## src/rtl/eusf_pkg.sv

```systemverilog
`timescale 1ns / 1ps
`default_nettype none
// ----------------------------------------------------------------------------
// eusf_pkg
// Shared widths, register indexes and types of the encoder unwrap and speed
// filter.
// ----------------------------------------------------------------------------
package eusf_pkg;

    localparam int ANGLE_BITS = 14;
    localparam int FRAME_BITS = 24;

    localparam int DELTA_W = ANGLE_BITS + 1;
    localparam int POS_W   = 32;
    localparam int SCALE_W = 16;
    localparam int THR_W   = 27;
    localparam int GAIN_W  = 16;
    localparam int SPEED_W = 32;
    localparam int FRAC_SH = 16;

    // signed delta times unsigned scale
    localparam int TGT_W  = DELTA_W + SCALE_W + 1;
    localparam int DIFF_W = ((TGT_W > SPEED_W) ? TGT_W : SPEED_W) + 1;
    localparam int PROD_W = DIFF_W + GAIN_W + 1;
    localparam int SHR_W  = PROD_W - FRAC_SH;
    localparam int SUM_W  = SHR_W + 1;

    localparam int CFG_IDX_W  = 8;
    localparam int CFG_DATA_W = 32;

    localparam int IN_W      = FRAME_BITS;
    localparam int OUT_BITS  = ANGLE_BITS + 2 * POS_W + SPEED_W;
    localparam int OUT_W     = ((OUT_BITS + 7) / 8) * 8;

    localparam logic signed [DELTA_W-1:0] HALF_TURN =
        DELTA_W'(1 << (ANGLE_BITS - 1));
    localparam logic signed [DELTA_W:0]   FULL_TURN =
        (DELTA_W + 1)'(1 << ANGLE_BITS);

    localparam logic signed [SUM_W-1:0] SPEED_MAX =
        SUM_W'((64'sd1 <<< (SPEED_W - 1)) - 64'sd1);
    localparam logic signed [SUM_W-1:0] SPEED_MIN =
        SUM_W'(-(64'sd1 <<< (SPEED_W - 1)));

    localparam logic [CFG_IDX_W-1:0] REG_SPEED_SCALE    = CFG_IDX_W'(0);
    localparam logic [CFG_IDX_W-1:0] REG_JUMP_THRESHOLD = CFG_IDX_W'(1);
    localparam logic [CFG_IDX_W-1:0] REG_GAIN_NORMAL    = CFG_IDX_W'(2);
    localparam logic [CFG_IDX_W-1:0] REG_GAIN_JUMP      = CFG_IDX_W'(3);

    localparam logic [SCALE_W-1:0] RST_SPEED_SCALE    = SCALE_W'(9375);
    localparam logic [THR_W-1:0]   RST_JUMP_THRESHOLD = THR_W'(844800);
    localparam logic [GAIN_W-1:0]  RST_GAIN_NORMAL    = GAIN_W'(655);
    localparam logic [GAIN_W-1:0]  RST_GAIN_JUMP      = GAIN_W'(66);

    typedef struct packed {
        logic [SCALE_W-1:0] speed_scale;
        logic [THR_W-1:0]   jump_threshold;
        logic [GAIN_W-1:0]  gain_normal;
        logic [GAIN_W-1:0]  gain_jump;
    } t_cfg;

    // one unwrapped sample, waiting for the speed filter
    typedef struct packed {
        logic [ANGLE_BITS-1:0]    angle;
        logic [POS_W-1:0]         total;
        logic [POS_W-1:0]         turns;
        logic signed [DELTA_W-1:0] delta;
        logic                     update;
    } t_job;

endpackage
`default_nettype wire

```

## src/rtl/encoder_unwrap_speed_filter.sv

```systemverilog
`timescale 1ns / 1ps
`default_nettype none
// ----------------------------------------------------------------------------
// encoder_unwrap_speed_filter
// Multi-turn unwrap and filtered speed estimate for an absolute angle encoder.
// ----------------------------------------------------------------------------
// One result per accepted frame, in order. The front end takes a frame in the
// cycle it arrives and unwraps it at once into a two-entry queue; the speed
// filter behind it works on one sample at a time (scale multiply, gain
// compare, gain multiply, add and saturate) and takes the next from the queue
// as it hands a result on, with up to four samples held between input and
// output. The first frame after reset only sets the reference angle and
// reports zero position, turns and speed. Registers are written over the
// config channel, which is always ready, and are read by the filter as it
// works on each sample; indexes beyond the four registers are ignored.
module encoder_unwrap_speed_filter import eusf_pkg::*; (
    input  wire logic                  i_clk,
    input  wire logic                  i_rst_n,
    input  wire logic                  i_s_axis_tvalid,
    output logic                       o_s_axis_tready,
    // [23:0] raw_frame
    input  wire logic [IN_W-1:0]       i_s_axis_tdata,
    output logic                       o_m_axis_tvalid,
    input  wire logic                  i_m_axis_tready,
    // angle_count, total_count, turn_count, speed_q8 from bit 0 up, zero pad
    output logic [OUT_W-1:0]           o_m_axis_tdata,
    input  wire logic                  i_cfg_valid,
    output logic                       o_cfg_ready,
    input  wire logic [CFG_IDX_W-1:0]  i_cfg_index,
    input  wire logic [CFG_DATA_W-1:0] i_cfg_data
);

    t_cfg r_cfg;

    logic                  w_push;
    t_job                  w_push_job;
    logic                  w_q_ready;
    logic                  w_q_valid;
    t_job                  w_q_job;
    logic                  w_pop;
    logic [ANGLE_BITS-1:0] w_angle;
    logic [POS_W-1:0]      w_total;
    logic [POS_W-1:0]      w_turns;
    logic [SPEED_W-1:0]    w_speed;

    assign o_cfg_ready = 1'b1;

    always_ff @(posedge i_clk) begin
        if (!i_rst_n) begin
            r_cfg.speed_scale    <= RST_SPEED_SCALE;
            r_cfg.jump_threshold <= RST_JUMP_THRESHOLD;
            r_cfg.gain_normal    <= RST_GAIN_NORMAL;
            r_cfg.gain_jump      <= RST_GAIN_JUMP;
        end else if (i_cfg_valid) begin
            unique case (i_cfg_index)
                REG_SPEED_SCALE:    r_cfg.speed_scale    <= i_cfg_data[SCALE_W-1:0];
                REG_JUMP_THRESHOLD: r_cfg.jump_threshold <= i_cfg_data[THR_W-1:0];
                REG_GAIN_NORMAL:    r_cfg.gain_normal    <= i_cfg_data[GAIN_W-1:0];
                REG_GAIN_JUMP:      r_cfg.gain_jump      <= i_cfg_data[GAIN_W-1:0];
                default:            r_cfg                <= r_cfg;
            endcase
        end
    end

    eusf_front u_front (
        .i_clk     (i_clk),
        .i_rst_n   (i_rst_n),
        .i_valid   (i_s_axis_tvalid),
        .i_frame   (i_s_axis_tdata[FRAME_BITS-1:0]),
        .o_ready   (o_s_axis_tready),
        .i_q_ready (w_q_ready),
        .o_push    (w_push),
        .o_job     (w_push_job)
    );

    eusf_queue u_queue (
        .i_clk   (i_clk),
        .i_rst_n (i_rst_n),
        .i_push  (w_push),
        .i_job   (w_push_job),
        .o_ready (w_q_ready),
        .i_pop   (w_pop),
        .o_valid (w_q_valid),
        .o_job   (w_q_job)
    );

    eusf_back u_back (
        .i_clk     (i_clk),
        .i_rst_n   (i_rst_n),
        .i_cfg     (r_cfg),
        .i_q_valid (w_q_valid),
        .i_job     (w_q_job),
        .o_pop     (w_pop),
        .o_valid   (o_m_axis_tvalid),
        .i_ready   (i_m_axis_tready),
        .o_angle   (w_angle),
        .o_total   (w_total),
        .o_turns   (w_turns),
        .o_speed   (w_speed)
    );

    assign o_m_axis_tdata = {{(OUT_W-OUT_BITS){1'b0}}, w_speed, w_turns, w_total, w_angle};

endmodule
`default_nettype wire

```

## src/rtl/eusf_front.sv

```systemverilog
`timescale 1ns / 1ps
`default_nettype none
// ----------------------------------------------------------------------------
// eusf_front
// Takes encoder frames, unwraps the angle into a multi-turn position and
// turn count, and hands the sample delta to the queue.
// ----------------------------------------------------------------------------
module eusf_front import eusf_pkg::*; (
    input  wire logic                  i_clk,
    input  wire logic                  i_rst_n,
    input  wire logic                  i_valid,
    input  wire logic [FRAME_BITS-1:0] i_frame,
    output logic                       o_ready,
    input  wire logic                  i_q_ready,
    output logic                       o_push,
    output t_job                       o_job
);

    logic [ANGLE_BITS-1:0] r_prev;
    logic                  r_primed;
    logic [POS_W-1:0]      r_total;
    logic [POS_W-1:0]      r_turns;

    logic [ANGLE_BITS-1:0]      w_angle;
    logic signed [DELTA_W-1:0]  w_pd;
    logic signed [DELTA_W-1:0]  w_cd;
    logic signed [DELTA_W:0]    w_pd_x;
    logic signed [DELTA_W:0]    w_cd_x;
    logic signed [DELTA_W-1:0]  w_delta;
    logic [POS_W-1:0]           n_total;
    logic [POS_W-1:0]           n_turns;

    assign w_angle = i_frame[FRAME_BITS-1 -: ANGLE_BITS];
    assign w_pd    = $signed({1'b0, r_prev}) - $signed({1'b0, w_angle});
    assign w_cd    = -w_pd;
    assign w_pd_x  = {w_pd[DELTA_W-1], w_pd};
    assign w_cd_x  = {w_cd[DELTA_W-1], w_cd};

    always_comb begin
        n_turns = r_turns;
        priority if (w_pd >= HALF_TURN) begin
            // forward crossing of zero
            w_delta = DELTA_W'(FULL_TURN - w_pd_x);
            n_turns = r_turns + POS_W'(1);
        end else if (w_cd >= HALF_TURN) begin
            w_delta = DELTA_W'(w_cd_x - FULL_TURN);
            n_turns = r_turns - POS_W'(1);
        end else begin
            w_delta = w_cd;
        end
        n_total = r_total + {{(POS_W-DELTA_W){w_delta[DELTA_W-1]}}, w_delta};
    end

    assign o_ready = i_q_ready;
    assign o_push  = i_valid && i_q_ready;

    always_comb begin
        o_job.angle  = w_angle;
        o_job.update = r_primed;
        if (r_primed) begin
            o_job.total = n_total;
            o_job.turns = n_turns;
            o_job.delta = w_delta;
        end else begin
            o_job.total = r_total;
            o_job.turns = r_turns;
            o_job.delta = '0;
        end
    end

    always_ff @(posedge i_clk) begin
        if (!i_rst_n) begin
            r_prev   <= '0;
            r_primed <= 1'b0;
            r_total  <= '0;
            r_turns  <= '0;
        end else if (o_push) begin
            r_prev   <= w_angle;
            r_primed <= 1'b1;
            r_total  <= o_job.total;
            r_turns  <= o_job.turns;
        end
    end

endmodule
`default_nettype wire

```

## src/rtl/eusf_queue.sv

```systemverilog
`timescale 1ns / 1ps
`default_nettype none
// ----------------------------------------------------------------------------
// eusf_queue
// Two-entry queue of unwrapped samples between the front and the filter.
// ----------------------------------------------------------------------------
module eusf_queue import eusf_pkg::*; (
    input  wire logic i_clk,
    input  wire logic i_rst_n,
    input  wire logic i_push,
    input  wire t_job i_job,
    output logic      o_ready,
    input  wire logic i_pop,
    output logic      o_valid,
    output t_job      o_job
);

    logic [1:0] r_count;
    t_job       r_head;
    t_job       r_tail;

    logic       w_to_head;

    assign o_ready = (r_count != 2'd2);
    assign o_valid = (r_count != 2'd0);
    assign o_job   = r_head;

    // land in the head when it is free or drains this cycle
    assign w_to_head = i_push && (r_count == 2'd0 || (r_count == 2'd1 && i_pop));

    always_ff @(posedge i_clk) begin
        if (!i_rst_n) begin
            r_count <= '0;
        end else begin
            unique case ({i_push, i_pop})
                2'b10:   r_count <= r_count + 2'd1;
                2'b01:   r_count <= r_count - 2'd1;
                default: r_count <= r_count;
            endcase
        end
    end

    always_ff @(posedge i_clk) begin
        if (w_to_head) begin
            r_head <= i_job;
        end else if (i_pop) begin
            r_head <= r_tail;
        end
        if (i_push && !w_to_head) begin
            r_tail <= i_job;
        end
    end

endmodule
`default_nettype wire

```

## src/rtl/eusf_back.sv

```systemverilog
`timescale 1ns / 1ps
`default_nettype none
// ----------------------------------------------------------------------------
// eusf_back
// Speed filter: scales the sample delta to Q8 rpm, picks the filter gain and
// updates the first-order low-pass, then presents the result.
// ----------------------------------------------------------------------------
module eusf_back import eusf_pkg::*; (
    input  wire logic             i_clk,
    input  wire logic             i_rst_n,
    input  wire t_cfg             i_cfg,
    input  wire logic             i_q_valid,
    input  wire t_job             i_job,
    output logic                  o_pop,
    output logic                  o_valid,
    input  wire logic             i_ready,
    output logic [ANGLE_BITS-1:0] o_angle,
    output logic [POS_W-1:0]      o_total,
    output logic [POS_W-1:0]      o_turns,
    output logic [SPEED_W-1:0]    o_speed
);

    typedef enum logic [2:0] {S_IDLE, S_MUL1, S_CMP, S_MUL2, S_DONE} t_state;

    t_state                     r_state;
    t_job                       r_job;
    logic signed [SPEED_W-1:0]  r_filtered;
    logic signed [TGT_W-1:0]    r_target;
    logic signed [DIFF_W-1:0]   r_diff;
    logic [GAIN_W-1:0]          r_gain;
    logic signed [PROD_W-1:0]   r_prod;
    logic                       r_out_valid;
    logic [ANGLE_BITS-1:0]      r_angle;
    logic [POS_W-1:0]           r_total;
    logic [POS_W-1:0]           r_turns;
    logic [SPEED_W-1:0]         r_speed;

    logic signed [SCALE_W:0]    w_scale;
    logic signed [TGT_W-1:0]    w_target;
    logic signed [DIFF_W-1:0]   w_diff;
    logic signed [DIFF_W-1:0]   w_thr;
    logic                       w_jump;
    logic signed [GAIN_W:0]     w_gain;
    logic signed [PROD_W-1:0]   w_prod;
    logic signed [SHR_W-1:0]    w_shr;
    logic signed [SUM_W-1:0]    w_sum;
    logic signed [SPEED_W-1:0]  w_next;
    logic                       w_out_free;
    logic                       w_done;

    assign w_scale  = $signed({1'b0, i_cfg.speed_scale});
    assign w_target = TGT_W'(r_job.delta * w_scale);

    assign w_diff = $signed({{(DIFF_W-TGT_W){r_target[TGT_W-1]}}, r_target})
                  - $signed({{(DIFF_W-SPEED_W){r_filtered[SPEED_W-1]}}, r_filtered});
    assign w_thr  = $signed({{(DIFF_W-THR_W){1'b0}}, i_cfg.jump_threshold});
    assign w_jump = (w_diff > w_thr) || (w_diff < -w_thr);

    assign w_gain = $signed({1'b0, r_gain});
    assign w_prod = PROD_W'(r_diff * w_gain);

    // flooring shift: drop the fraction bits of the signed product
    assign w_shr = r_prod[PROD_W-1:FRAC_SH];
    assign w_sum = $signed({w_shr[SHR_W-1], w_shr})
                 + $signed({{(SUM_W-SPEED_W){r_filtered[SPEED_W-1]}}, r_filtered});

    always_comb begin
        priority if (!r_job.update) begin
            w_next = r_filtered;
        end else if (w_sum > SPEED_MAX) begin
            w_next = SPEED_MAX[SPEED_W-1:0];
        end else if (w_sum < SPEED_MIN) begin
            w_next = SPEED_MIN[SPEED_W-1:0];
        end else begin
            w_next = w_sum[SPEED_W-1:0];
        end
    end

    assign w_out_free = !r_out_valid || i_ready;
    assign w_done     = (r_state == S_DONE) && w_out_free;
    assign o_pop      = i_q_valid && ((r_state == S_IDLE) || w_done);

    always_ff @(posedge i_clk) begin
        if (!i_rst_n) begin
            r_state     <= S_IDLE;
            r_filtered  <= '0;
            r_out_valid <= 1'b0;
        end else begin
            if (r_out_valid && i_ready && !w_done) begin
                r_out_valid <= 1'b0;
            end
            unique case (r_state)
                S_IDLE: begin
                    if (i_q_valid) begin
                        r_state <= S_MUL1;
                    end
                end
                S_MUL1: begin
                    r_target <= w_target;
                    r_state  <= S_CMP;
                end
                S_CMP: begin
                    r_diff  <= w_diff;
                    r_gain  <= w_jump ? i_cfg.gain_jump : i_cfg.gain_normal;
                    r_state <= S_MUL2;
                end
                S_MUL2: begin
                    r_prod  <= w_prod;
                    r_state <= S_DONE;
                end
                S_DONE: begin
                    // hold until the output register can take the result
                    if (w_out_free) begin
                        r_filtered  <= w_next;
                        r_out_valid <= 1'b1;
                        r_angle     <= r_job.angle;
                        r_total     <= r_job.total;
                        r_turns     <= r_job.turns;
                        r_speed     <= w_next;
                        r_state     <= i_q_valid ? S_MUL1 : S_IDLE;
                    end
                end
                default: r_state <= S_IDLE;
            endcase
            if (o_pop) begin
                r_job <= i_job;
            end
        end
    end

    assign o_valid = r_out_valid;
    assign o_angle = r_angle;
    assign o_total = r_total;
    assign o_turns = r_turns;
    assign o_speed = r_speed;

endmodule
`default_nettype wire
```

## config.mk

```make
export PLATFORM = sky130hd
export DESIGN_NAME = encoder_unwrap_speed_filter
export DESIGN_NICKNAME = d
export VERILOG_FILES = /design/src/rtl/eusf_pkg.sv /design/src/rtl/encoder_unwrap_speed_filter.sv /design/src/rtl/eusf_front.sv /design/src/rtl/eusf_queue.sv /design/src/rtl/eusf_back.sv
export SDC_FILE = /design/constraint.sdc
export NUM_CORES = 2
export LEC_CHECK = 0
export BUFFER_PORTS_ARGS = -buffer_cell sky130_fd_sc_hd__buf_2
export CAP_MARGIN = 20
export CORE_MARGIN = 4
export CORE_UTILIZATION = 61
export CTS_CLUSTER_DIAMETER = 200
export DETAILED_ROUTE_END_ITERATION = 6
export PLACE_DENSITY = 0.84
export SLEW_MARGIN = 20
export SYNTH_ARGS = -nofsm -noshare
export SYNTH_HDL_FRONTEND = slang
export SYNTH_SLANG_ARGS = --single-unit
export TNS_END_PERCENT = 1
```

## constraint.sdc

```tcl
create_clock -name i_clk -period 10.91 [get_ports i_clk]
set_input_delay 1.6365 -clock i_clk [delete_from_list [all_inputs] [get_ports i_clk]]
set_output_delay 1.6365 -clock i_clk [all_outputs]
set_load 0.005 [all_outputs]
```

# Word-level counts from Yosys, hierarchy flattened
# Cells that the tools add are included.
[word_totals]
register_bits = 715
in_bits = 69
out_inout_bits = 115
word_cells = 119
[op_classes]
add_sub_neg = 12
n_mul = 2
n_lt_le_gt_ge = 6
eq_ne = 13
muxes = 19
reduce_logical = 32
[op_table]
columns = ["cell", "count"]
rows = [
  ["$mux W94", 2],
  ["$mux W32", 5],
  ["$mux W79", 1],
  ["$mul A33 B17 Y50", 1],
  ["$add A34 B32 Y35", 1],
  ["$gt A35 B32 Y1 const B", 1],
  ["$lt A35 B32 Y1 const B", 1],
  ["$gt A33 B28 Y1", 1],
  ["$lt A33 B33 Y1", 1],
  ["$neg A27 Y33", 1],
  ["$sub A32 B32 Y33", 1],
  ["$add A32 B1 Y32 const B", 1],
  ["$add A32 B32 Y32", 1],
  ["$mul A15 B17 Y32", 1],
  ["$sub A32 B1 Y32 const B", 1],
  ["$ge A15 B15 Y1 const B", 2],
  ["$mux W15", 2],
  ["$reduce_and A2 Y1", 10],
  ["$eq A8 B2 Y1 const B", 2],
  ["$mux W16", 1],
  ["$neg A15 Y15", 1],
  ["$pmux W3 S5", 1],
  ["$sub A14 B14 Y15", 1],
  ["$sub A15 B15 Y15 const A", 1],
  ["22 further kinds", 43],
]

# Depth between registers and ports, before layout
[depth]
depth_word = 10
mapped_depth = 26
ltp_nobuf = 25

# Modules after synthesis
# From an unflattened synthesis, not the netlist that was laid out.
[hier_totals]
hier_cells = 6068
area_unflattened_um2 = 61282.5
[modules_own_cells]
columns = ["module", "instances", "cells_per_inst", "area_each_um2", "seq_area_each_um2"]
rows = [
  ["eusf_back", 1, 4221, 42478.2, 10299.9],
  ["eusf_queue", 1, 534, 8080.2, 5685.5],
  ["eusf_front", 1, 1017, 7677.4, 1581.5],
  ["encoder_unwrap_speed_filter", 1, 296, 3046.7, 1501.4],
]

# Least setup slack after synthesis
# No wires, ideal clock.
[synth_timing]
kind = "input port to flip-flop"
startpoint = "input port i_rst_n"
endpoint = "register u_back.r_angle[0], in the netlist u_back.o_angle[0] (enable)"
setup_time_ns = 0.715
t_arrival_ns = 9.363
required_time_ns = 10.195
setup_slack_ns = 0.832
path_stages = 3
path_cell_list = "inv_2 clkbuf_1 nor3_1"
[synth_between]
elab_chain_cells = 1
[synth_lines]
columns = ["item", "line", "rtl"]
rows = [
  ["start: declaration", "encoder_unwrap_speed_filter.sv:18", "input wire logic i_rst_n,"],
  ["$reduce_and A3 Y1 (no source line)", "n/a", ""],
  ["end signal: assignment", "eusf_back.sv:116", "r_angle <= r_job.angle;"],
  ["end: declaration", "eusf_back.sv:33", "logic [ANGLE_BITS-1:0] r_angle;"],
]
# Every way passes these cells.
# A chain may end at the register's enable or synchronous reset.

# Worst setup path in the final report
[layout_timing]
startpoint = "register u_back.r_diff[10]"
endpoint = "register u_back.r_prod[49], data pin"
[layout_between]
elab_chain_cells = 1
[layout_lines]
columns = ["item", "line", "rtl"]
rows = [
  ["start: declaration", "eusf_back.sv:29", "logic signed [DIFF_W-1:0] r_diff;"],
  ["start signal: assignment", "eusf_back.sv:103", "r_diff <= w_diff;"],
  ["$mul A33 B17 Y50", "eusf_back.sv:60", "assign w_prod = PROD_W'(r_diff * w_gain);"],
  ["net u_back.w_prod[49]", "eusf_back.sv:44", "logic signed [PROD_W-1:0] w_prod;"],
  ["end signal: assignment", "eusf_back.sv:108", "r_prod <= w_prod;"],
  ["end: declaration", "eusf_back.sv:31", "logic signed [PROD_W-1:0] r_prod;"],
]
# The timed path passes the listed nets, and every way through them passes these cells.

==> flow_metrics.tcl <==
set metrics [dict create \
    status "complete, no violations" \
    relSlewSlack_pct 26.7 \
    die_y_um 320 \
    initial_core_util_pct 61.5 \
    path_cells "nand2_1, fa_1, inv_1, fa_1, inv_1, fa_1, fa_1, inv_1, fa_1, fa_1, ha_1, and4_1, a2111oi_0, a31oi_1, o22a_1, a311o_1, nand2_1, o21ai_0, and4_1, a2111oi_0, xnor2_1" \
    period_share_pct 73.4 \
    synthMuxAreaShare_pct 2.53 \
    vias_per_cell 5.92 \
    cts.sinks 699 \
    ant_nets 0 \
    finalSetupViolations 0 \
    dr.pass1.iters 6 \
    hold_viol_final 0 \
    gp_congestion 0.923 \
    syn_inst 5848 \
    dp_hpwl_um 107000 \
    synth-simple-area-share_pct 13.7 \
    synth_most_common_cell "inv_1" \
    num_vias 42800 \
    htreeDepth 3 \
    row_count 114 \
    ctsHoldBuffers 0 \
    layout-area-overhead-vs-synth_pct 7.17 \
    drc 0 \
    pre_cts_ws_ns 2.60 \
    synthTopCellsByArea "edfxtp_1 26%, fa_1 23%, ha_1 8.7%" \
    post_drt_wl_per_cell_um 20.4 \
    worst-path-max-fanout 16 \
    drv_cap 0 \
    yosys.area.top_type_share_pct 25.6 \
    synth_cell_types 95 \
    tightest_slew_ns 1.10 \
    syn_area_um2 59400 \
    track_usage_pct 29.1 \
    seq_area_frac_synth_pct 32.1 \
    max_stage_delay_ns 0.87 \
    dieArea_um2 102000 \
    synth_xor_area_share_pct 3.47 \
    antenna_found_initial 6 \
    critPathMostFrequentCell "fa_1" \
    cts_root_buffer "clkbuf_16" \
    startpoint_type "register" \
    max_freq_ghz 0.125 \
    cts_max_path_buffers 3 \
    grt_overflow 0 \
    cts_resized 0 \
    clk_latency_ns 0.63 \
    cts_made_buffers 69 \
    synth_adder_area_share_pct 31.8 \
    io_buffers 165 \
    setup_slack_ns 2.90 \
    finalMaxSlewViolations 0 \
    crit_type "register to register" \
    ys_ff_latch 699 \
    core_um2 96600 \
    grt_setup_unrepaired "false" \
    grt_pass1_wl_um 238000 \
    critPathCaptureType "register" \
    diodes 0 \
    post_cts_buffers 0 \
    clk_pin_slew_ns 0.07 \
    synth-edff-count 507 \
    drt_wl_total_um 147000 \
    syn_avg_cell_area_um2 10.2 \
    synthTopCellsByCount "865 x inv_1, 807 x nand2_1, 686 x fa_1" \
    grt_pass1_vias 45100 \
    crit_slowest_cell "edfxtp_1" \
    fin_tns_setup_ns 0 \
    hold_path_class "register to register" \
    die_x_um 320 \
    required_ns 11.25 \
    synth_top_family_by_area "adder cells" \
    drive_gt1_share_pct 7.82 \
    arrival_ns 8.35 \
    nNetsFinal 7056 \
    fin_skew_ns 0.0454 \
    ys.flop_type "edfxtp_1" \
    async_reset_ff_share_pct 0 \
    grt_max_degree 76 \
    yosysWarnings 0 \
    r2r_slack_ns 2.90 \
    drtIter0Drc 3838 \
    tritoncts "built" \
    yosysTopAreaCell "edfxtp_1" \
    synth_compound_area_share_pct 9.28 \
    min_period_ns 8.01 \
    io_pins 184 \
]
sequential cells by signal (all words and copies together) (netlist names), 16 cells and up:
signal and flops:
u_back.r_job 94, u_queue.o_job 94, u_queue.r_tail 94, r_cfg 75, u_back.r_prod 34, u_back.r_diff 33, u_back.o_speed 32, u_back.o_total 32
u_back.o_turns 32, u_back.r_filtered 32, u_back.r_target 32, u_front.r_total 32, u_front.r_turns 32, u_back.r_gain 16
worst max-delay path, delay by kind of cell, from the launching register on:
| kind | cells | cell delay, ns |
|---|---|---|
| adders and majority gates | 7 | 3.36 |
| AOI/OAI and AO/OA | 6 | 2.35 |
| and+or+nand+nor | 4 | 0.87 |
| DFF | 1 | 0.87 |
| buffers and inverters | 3 | 0.16 |
| xor gates and xnor gates | 1 | 0.12 |
cell type report:
class | count | area (um2)
flip-flops and latches | 699 | 19100
well taps | 1276 | 1600
inverters | 867 | 3260
clock buffers | 89 | 1900
clock inverters | 37 | 480
fillers | 7017 | 32900
multi-input cells | 4043 | 36200
repair buffers | 210 | 1170
final timing paths:
path                startpoint                end  cells past startpoint
max reg2reg  u_back.r_diff[10]  u_back.r_prod[49]                     21
max          u_back.r_diff[10]  u_back.r_prod[49]                     21
min reg2reg  u_queue.o_job[91]   u_back.r_job[91]                      0
min          u_queue.o_job[91]   u_back.r_job[91]                      0
metal layers:
metal	routed length (um)	vias to the layer above	share of wire [%]	GRT usage [%]
met5	37	-	0.025	0
met4	7080	6	4.8	13.1
met3	13900	494	9.4	5.64
met2	70000	1980	48	47.7
met1	56200	21000	38	37.9
li1	-	19300	-	-
stage by stage:
step | utilization (%) | hold slack [ns] | std cells | cell area [um2]
5_1_grt | 65.9 | 0.409 | 7221 | 63600
3_3_place_gp | 63.4 | 0.401 | 7094 | 61200
6_report | 65.9 | 0.403 | 7221 | 63600
2_1_floorplan | - | 0.400 | 5849 | 59400
3_5_place_dp | 63.4 | 0.405 | 7094 | 61200
4_1_cts | 65.9 | 0.404 | 7220 | 63600
logic make-up (layout without fill, tap and decap cells):
group                      Yosys count  after routing
AOI/OAI and AO/OA                  844            844
xor gates and xnor gates           235            235
adders and majority gates         1097           1097
buffers and inverters             1107           1203
DFF                                699            699
muxes                              136            136
other                                2              3
and+or+nand+nor                   1728           1728
layout by cell type (no fill, tap or decap), types with 19 or more instances in the layout:
master / Yosys / layout
o21a_1: 36 / 36
nor4_1: 21 / 21
o21bai_1: 27 / 27
or3_1: 22 / 22
buf_2: 17 / 165
nand3_1: 66 / 66
buf_4: 4 / 44
nor3_1: 45 / 43
xor2_1: 73 / 73
clkbuf_16: 0 / 72
and2_1: 330 / 328
o21ai_0: 165 / 165
nand2_1: 807 / 807
nand4_1: 30 / 30
a31oi_1: 20 / 19
nand2b_1: 54 / 53
fa_1: 686 / 686
a21oi_1: 260 / 260
ha_1: 411 / 411
inv_1: 865 / 865
dfxtp_1: 192 / 191
a21o_1: 93 / 93
nor2_1: 237 / 232
mux2_2: 67 / 67
o2111ai_1: 24 / 24
nor2b_1: 39 / 37
mux2i_1: 58 / 58
o211ai_1: 46 / 46
a211oi_1: 30 / 30
and3_1: 22 / 22
edfxtp_1: 507 / 507
xnor2_1: 162 / 162
Power is left out: the tool's default activity adds up to more than one toggle a clock period on the data nets, which glitch-free logic cannot reach.
